<file path="config.mk">
export PLATFORM = sky130hd
export DESIGN_NAME = mandelbrot_escape_time_unit
export DESIGN_NICKNAME = d
export VERILOG_FILES = /design/src/rtl/mbe_pkg.sv /design/src/rtl/mandelbrot_escape_time_unit.sv /design/src/rtl/mbe_mult.sv
export SDC_FILE = /design/constraint.sdc
export NUM_CORES = 2
export LEC_CHECK = 0
export ABC_AREA = 1
export BUFFER_PORTS_ARGS = -buffer_cell sky130_fd_sc_hd__buf_2
export CORE_MARGIN = 8
export CORE_UTILIZATION = 35
export CTS_BUF_LIST = sky130_fd_sc_hd__clkbuf_2
export DETAILED_ROUTE_END_ITERATION = 8
export GPL_TIMING_DRIVEN = 0
export MAX_ROUTING_LAYER = met4
export PLACE_DENSITY = 0.5
export RECOVER_POWER = 25
export SYNTH_ARGS = -nofsm -noshare
export SYNTH_HDL_FRONTEND = slang
export SYNTH_SLANG_ARGS = --single-unit
export TNS_END_PERCENT = 100
</file>
<file path="constraint.sdc">
create_clock -name clk -period 11.19 [get_ports clk]
set_input_delay 2.238 -clock clk [delete_from_list [all_inputs] [get_ports clk]]
set_output_delay 2.238 -clock clk [all_outputs]
set_load 0.03 [all_outputs]
</file>
<file path="src/rtl/mbe_pkg.sv">
// shared types, constants and helpers for the escape-time unit
package mbe_pkg;

  localparam int MAX_ITER  = 256;
  localparam int CNT_W     = $clog2(MAX_ITER + 1);
  localparam int COORD_W   = 10;
  localparam int WORD_W    = 32;
  localparam int PROD_W    = 2 * WORD_W;
  localparam int Q_FRAC    = 28;
  localparam int CNT_OUT_W = 9;
  localparam int COUNT_SAT = 511;

  // |z|^2 limit of 4.0 in Q8.56
  localparam logic [PROD_W-1:0] ESC_LIMIT = PROD_W'(4) << (2 * Q_FRAC);

  localparam logic signed [WORD_W-1:0] RST_REAL_LEFT = -32'sd536870912;
  localparam logic signed [WORD_W-1:0] RST_REAL_STEP = 32'sd1258291;
  localparam logic signed [WORD_W-1:0] RST_IMAG_TOP  = 32'sd268435456;
  localparam logic signed [WORD_W-1:0] RST_IMAG_STEP = -32'sd1118481;

  typedef enum logic [1:0] {
    CFG_REAL_LEFT,
    CFG_REAL_STEP,
    CFG_IMAG_TOP,
    CFG_IMAG_STEP
  } cfg_idx_t;

  typedef struct packed {
    logic [COORD_W-1:0] pixel_x;
    logic [COORD_W-1:0] pixel_y;
  } mbe_in_t;

  typedef struct packed {
    logic [CNT_OUT_W-1:0] escape_count;
    logic                 plot;
    logic [COORD_W-1:0]   out_x;
    logic [COORD_W-1:0]   out_y;
  } mbe_out_t;

  // clamp a wide signed value to the Q4.28 word range
  function automatic logic signed [WORD_W-1:0] sat32(input logic signed [PROD_W-1:0] v);
    logic signed [WORD_W-1:0] r;
    if (v > 64'sh0000_0000_7fff_ffff) begin
      r = 32'sh7fff_ffff;
    end else if (v < 64'shffff_ffff_8000_0000) begin
      r = 32'sh8000_0000;
    end else begin
      r = v[WORD_W-1:0];
    end
    return r;
  endfunction

endpackage

</file>
<file path="src/rtl/mandelbrot_escape_time_unit.sv">
// top level: pixel mapping and z = z*z + c escape-time sequencer
//
//   channel  ports                             handshake
//   input    start, busy, in_item              taken when start && !busy
//   result   out_valid, out_item               one-cycle strobe, no back-pressure
//   config   cfg_we, cfg_index, cfg_wdata      written when cfg_we is high
//
// one multiplier is shared by mapping and iteration, one product per cycle,
// so each round steps through the states x*x, y*y, x*y and update
// busy stays high for the whole item; a new item may start while the strobe is up
// synchronous active-low reset restores the default view window registers
module mandelbrot_escape_time_unit
  import mbe_pkg::*;
(
  input  logic                clk,
  input  logic                rst_n,
  input  logic                start,
  output logic                busy,
  input  mbe_in_t             in_item,
  output logic                out_valid,
  output mbe_out_t            out_item,
  input  logic                cfg_we,
  input  logic [1:0]          cfg_index,
  input  logic [WORD_W-1:0]   cfg_wdata
);

  typedef enum logic [2:0] {
    S_IDLE,
    S_MAPX,
    S_MAPY,
    S_MAPC,
    S_XX,
    S_YY,
    S_XY,
    S_UPD
  } state_t;

  state_t                   state_r;
  logic signed [WORD_W-1:0] real_left_r, real_step_r, imag_top_r, imag_step_r;
  logic [COORD_W-1:0]       px_r, py_r;
  logic signed [WORD_W-1:0] cr_r, ci_r, x_r, y_r;
  logic signed [PROD_W-1:0] xx_r, diff_r;
  logic [CNT_W-1:0]         k_r;
  logic                     out_valid_r;
  mbe_out_t                 out_item_r;

  logic signed [WORD_W-1:0] mul_a, mul_b;
  logic signed [PROD_W-1:0] prod_r;
  logic [PROD_W-1:0]        mag_sum;
  logic                     escaped;
  logic                     at_limit;
  logic [CNT_W-1:0]         fin_cnt;
  logic signed [PROD_W-1:0] nx_wide, ny_wide;

  mbe_mult u_mult (
    .clk    (clk),
    .mul_a  (mul_a),
    .mul_b  (mul_b),
    .prod_r (prod_r)
  );

  // operand select for the shared multiplier
  always_comb begin
    unique case (state_r)
      S_MAPX: begin
        mul_a = $signed(WORD_W'(px_r));
        mul_b = real_step_r;
      end
      S_MAPY: begin
        mul_a = $signed(WORD_W'(py_r));
        mul_b = imag_step_r;
      end
      S_XX: begin
        mul_a = x_r;
        mul_b = x_r;
      end
      S_YY: begin
        mul_a = y_r;
        mul_b = y_r;
      end
      S_XY: begin
        mul_a = x_r;
        mul_b = y_r;
      end
      default: begin
        mul_a = x_r;
        mul_b = y_r;
      end
    endcase
  end

  // in S_XY prod_r holds y*y of the current z
  assign mag_sum  = $unsigned(xx_r) + $unsigned(prod_r);
  assign escaped  = (k_r != '0) && (mag_sum > ESC_LIMIT);
  assign at_limit = (k_r == CNT_W'(MAX_ITER));
  assign fin_cnt  = escaped ? (k_r - CNT_W'(1)) : k_r;

  // arithmetic shift right is the floor division by a power of two
  assign nx_wide = (diff_r >>> Q_FRAC) + PROD_W'(cr_r);
  assign ny_wide = (prod_r >>> (Q_FRAC - 1)) + PROD_W'(ci_r);

  always_ff @(posedge clk) begin
    if (!rst_n) begin
      state_r     <= S_IDLE;
      out_valid_r <= 1'b0;
      k_r         <= '0;
      real_left_r <= RST_REAL_LEFT;
      real_step_r <= RST_REAL_STEP;
      imag_top_r  <= RST_IMAG_TOP;
      imag_step_r <= RST_IMAG_STEP;
    end else begin
      out_valid_r <= 1'b0;

      if (cfg_we) begin
        unique case (cfg_idx_t'(cfg_index))
          CFG_REAL_LEFT: real_left_r <= cfg_wdata;
          CFG_REAL_STEP: real_step_r <= cfg_wdata;
          CFG_IMAG_TOP:  imag_top_r  <= cfg_wdata;
          CFG_IMAG_STEP: imag_step_r <= cfg_wdata;
        endcase
      end

      unique case (state_r)
        S_IDLE: begin
          if (start) begin
            px_r    <= in_item.pixel_x;
            py_r    <= in_item.pixel_y;
            state_r <= S_MAPX;
          end
        end
        S_MAPX: begin
          state_r <= S_MAPY;
        end
        S_MAPY: begin
          cr_r    <= sat32(PROD_W'(real_left_r) + prod_r);
          x_r     <= sat32(PROD_W'(real_left_r) + prod_r);
          state_r <= S_MAPC;
        end
        S_MAPC: begin
          ci_r    <= sat32(PROD_W'(imag_top_r) + prod_r);
          y_r     <= sat32(PROD_W'(imag_top_r) + prod_r);
          k_r     <= '0;
          state_r <= S_XX;
        end
        S_XX: begin
          state_r <= S_YY;
        end
        S_YY: begin
          xx_r    <= prod_r;
          state_r <= S_XY;
        end
        S_XY: begin
          diff_r <= xx_r - prod_r;
          if (escaped || at_limit) begin
            out_valid_r <= 1'b1;
            out_item_r.escape_count <= (32'(fin_cnt) > 32'(COUNT_SAT)) ?
                                       CNT_OUT_W'(COUNT_SAT) : CNT_OUT_W'(fin_cnt);
            out_item_r.plot  <= (fin_cnt == '0) || (fin_cnt == CNT_W'(MAX_ITER));
            out_item_r.out_x <= px_r;
            out_item_r.out_y <= py_r;
            state_r          <= S_IDLE;
          end else begin
            state_r <= S_UPD;
          end
        end
        S_UPD: begin
          x_r     <= sat32(nx_wide);
          y_r     <= sat32(ny_wide);
          k_r     <= k_r + CNT_W'(1);
          state_r <= S_XX;
        end
      endcase
    end
  end

  assign busy      = (state_r != S_IDLE);
  assign out_valid = out_valid_r;
  assign out_item  = out_item_r;

  a_accept_goes_busy: assert property (@(posedge clk) disable iff (!rst_n)
    (start && !busy) |=> busy)
    else $error("accepted item did not start the sequencer");

  a_strobe_single: assert property (@(posedge clk) disable iff (!rst_n)
    out_valid |=> !out_valid)
    else $error("result strobe lasted more than one cycle");

  a_strobe_after_work: assert property (@(posedge clk) disable iff (!rst_n)
    out_valid |-> $past(busy))
    else $error("result strobe without an item in progress");

  a_round_bound: assert property (@(posedge clk) disable iff (!rst_n)
    k_r <= CNT_W'(MAX_ITER))
    else $error("round counter passed the iteration limit");

  a_plot_matches: assert property (@(posedge clk) disable iff (!rst_n)
    (out_valid && (out_item.escape_count == '0)) |-> out_item.plot)
    else $error("plot flag missing for an immediate escape");

endmodule

</file>
<file path="src/rtl/mbe_mult.sv">
// shared signed 32x32 multiplier with registered product
module mbe_mult
  import mbe_pkg::*;
(
  input  logic                     clk,
  input  logic signed [WORD_W-1:0] mul_a,
  input  logic signed [WORD_W-1:0] mul_b,
  output logic signed [PROD_W-1:0] prod_r
);

  always_ff @(posedge clk) begin
    prod_r <= mul_a * mul_b;
  end

endmodule

</file>
==> impl_metrics.toml <==
[drt]
number_of_vias_per_cell = 5.28
route.vias.total = 72500
drtPass1Iterations = 9
detail-route-antenna-nets = 0
wl_per_cell_um = 26.1
post-route-drc-count = 3
postRouteWirelength_mm = 359
initialDrtViolationCount = 8327

[global_routing]
globalRouteTotalUtil = 0.305
global_route_wire_length_before_repair_mm = 506
grt_pass1_vias = 70600
grt_max_degree = 35
grt-ovfl-total = 0
antenna_violations_before_repair = 39

[min_path]
worst_hold_path_class = "reg -> reg"
worstHoldEndpoint = "out_item[4]"
worstHoldStart = "py_r[4]"
worstHoldPathCells = 0

[synthesis]
dominantRegCellSynth = "sky130_fd_sc_hd__edfxtp_1"
per_instance_average_area_after_synthesis_um2 = 7.45
synth_edf_count = 278
postSynthCellCount = 10400
async_flop_share = 0
synth.net_count = 12000
seq_area_frac_synth = 0.161
synth_cell_area_mm2 = 0.0773
ys.warnings.count = 0
postSynthRegisterBits = 483
distinct_cell_type_count_of_the_synthesized_netlist = 73

[critical_path]
endpoint_required_time_on_the_critical_path_ns = 12.63
critical_path.max_stage_delay_ns = 0.63
r2r_cells = 32
cp_num_buf_inv = 6
worst_r2r_startpoint = "state_r[2]"
slowest_stage = "sky130_fd_sc_hd__clkbuf_1"
crit-reg2reg-capture = "u_mult.prod_r[61]"
path_common_cell = "sky130_fd_sc_hd__fa_1"
type_of_destination_of_the_critical_path = "register"
timing.critical_path.max_delay_family = "adder cells"
critical_path_class = "reg -> reg"
worst-endpoint-arrival_ns = 12.43
critical_path.max_fanout = 10
reg2reg_slack_ns = 0.20
setup.worst_path.start_class = "register"

[timing]
timing.clock.skew_ns = 0.139
finalSetupViolCount = 0
report.final.slew_viol_count = 0
least_setup_slack_across_all_paths_after_layout_ns = 0.202
min_period_ns = 10.99
max_slew_margin = 0.109
fmax_mhz = 91.0
worstMarginPinSlew_ns = 1.34
totalNegativeSetupSlack_ns = 0
report.final.hold_viol_count = 0
rsz0062_at_grt = "false"
layout_worst_path_cycle_share = 0.982

[die]
starting_density_of_the_core = 0.352
core_mm2 = 0.220
die_x_um = 486
fp.dieArea_mm2 = 0.236
dieHeight_um = 486
design.portCount = 90
fp-row-count = 172

[status]
outcome = "finished with violations"
failed_checks = "DRC"

[layout]
num-fill-cells = 23500
final_net_count = 12300
final_core_util = 0.381
drive_gt1_frac = 0.0761
syn2layout_area_growth_pct = 8.31
layout.cells.most_common = "sky130_fd_sc_hd__nand2_1"
register_area_mm2 = 0.0125
most-common-layout-cells = "2395 x sky130_fd_sc_hd__nand2_1, 1937 x sky130_fd_sc_hd__inv_1, 1356 x sky130_fd_sc_hd__nor2_1"
multiInputGateArea_mm2 = 0.0562

[clock_tree]
clk_path_buf_depth = 3
post_cts_hold_buffer_count = 0
worst_setup_hold_path_clk_slew_ns = 0.11
numClockSinks = 483
cts_tree = "built"
htree_depth = 4
cts_root_buf = "sky130_fd_sc_hd__clkbuf_2"
cts_made_buffers = 134
clk_latency_ns = 1.57

[placement]
routabilityCongestion = 1.08
pre_cts_ws_ns = -0.950
post_dp_hpwl_mm = 308
buffer_ports.inserted = 88

[flow_run]
max-cap-violations = 0
per-layer routing:
layer	track usage	part of all wire	up-vias	routed length, um
met3	0.0707	0.11	531	39100
met4	0.0901	0.037	0	13100
li1	-	-	32600	-
met1	0.439	0.45	36000	162000
met2	0.425	0.40	3449	145000
met5	-	0	-	0
final cells by class:
cell class | instances | share of cell area
Clock inverter | 50 | 0.00360
Buffer | 294 | 0.0172
Timing Repair Buffer | 140 | 0.0123
Antenna cell | 28 | 0.000837
Tap cell | 2958 | 0.0442
Sequential cell | 483 | 0.149
Inverter | 2005 | 0.0901
Multi-Input combinational cell | 7592 | 0.672
Clock buffer | 192 | 0.0115
repair_timing:
| item | in CTS | in global routing |
|---|---|---|
| pin swaps | 0 | 7 |
| endpoints found under the setup margin | 33 | 22 |
| resized for setup | 24 | 114 |
| buffers inserted | 0 | 27 |
worst max-delay path by stage:
stage,from,to,depth (start not counted)
global route,state_r[2],u_mult.prod_r[61],35
detailed placement,state_r[0],u_mult.prod_r[61],33
finish,state_r[2],u_mult.prod_r[61],32
floorplan,state_r[0],u_mult.prod_r[63],34
CTS,state_r[2],u_mult.prod_r[58],33
global placement,state_r[2],u_mult.prod_r[61],32
cell usage after synthesis (47+ instances only):
cell	count	share of area
sky130_fd_sc_hd__a21oi_1	521	0.034
sky130_fd_sc_hd__a31oi_1	55	0.0045
sky130_fd_sc_hd__buf_2	79	0.0051
sky130_fd_sc_hd__clkbuf_1	185	0.0090
sky130_fd_sc_hd__dfxtp_1	205	0.053
sky130_fd_sc_hd__edfxtp_1	278	0.11
sky130_fd_sc_hd__fa_1	1087	0.28
sky130_fd_sc_hd__ha_1	511	0.083
sky130_fd_sc_hd__inv_1	1939	0.094
sky130_fd_sc_hd__nand2_1	2396	0.12
sky130_fd_sc_hd__nand2_2	137	0.011
sky130_fd_sc_hd__nand3_1	276	0.018
sky130_fd_sc_hd__nand4_1	97	0.0078
sky130_fd_sc_hd__nor2_1	1362	0.066
sky130_fd_sc_hd__nor3_1	77	0.0050
sky130_fd_sc_hd__o21ai_0	381	0.025
sky130_fd_sc_hd__o21ai_1	47	0.0030
sky130_fd_sc_hd__xnor2_1	89	0.010
sky130_fd_sc_hd__xor2_1	204	0.023
cell families (layout without fill, tap and decap cells):
| group | count (synthesis) | in the layout | share of synthesized area |
|---|---|---|---|
| AOI/OAI and AO/OA | 1239 | 1239 | 0.0906 |
| xor gates and xnor gates | 293 | 293 | 0.0332 |
| adders and majority gates | 1598 | 1598 | 0.364 |
| buffers and inverters | 2302 | 2681 | 0.115 |
| DFF | 483 | 483 | 0.161 |
| other | 0 | 28 | 0 |
| and+or+nand+nor | 4462 | 4462 | 0.236 |
sequential cells by signal (all words and copies together), names as in the netlist, 10 cells and up:
register / flops
cr_r: 32
diff_r: 36
y_r: 32
u_mult.prod_r: 64
py_r: 10
out_item: 30
real_step_r: 32
xx_r: 64
ci_r: 32
x_r: 32
px_r: 10
real_left_r: 32
imag_top_r: 32
imag_step_r: 32
metrics by stage:
step / instance area, um^2 / std cells / hold slack, ns
after floorplan: 77300 / 10400 / 0.427
after global placement: 81500 / 13400 / 0.443
after detailed placement: 81900 / 13400 / 0.446
after CTS: 83300 / 13700 / 0.466
after global routing: 83700 / 13700 / 0.482
final: 83700 / 13700 / 0.456
Power is not shown: default switching activity piles up to over one toggle a cycle in this logic, so the estimate is an artifact.
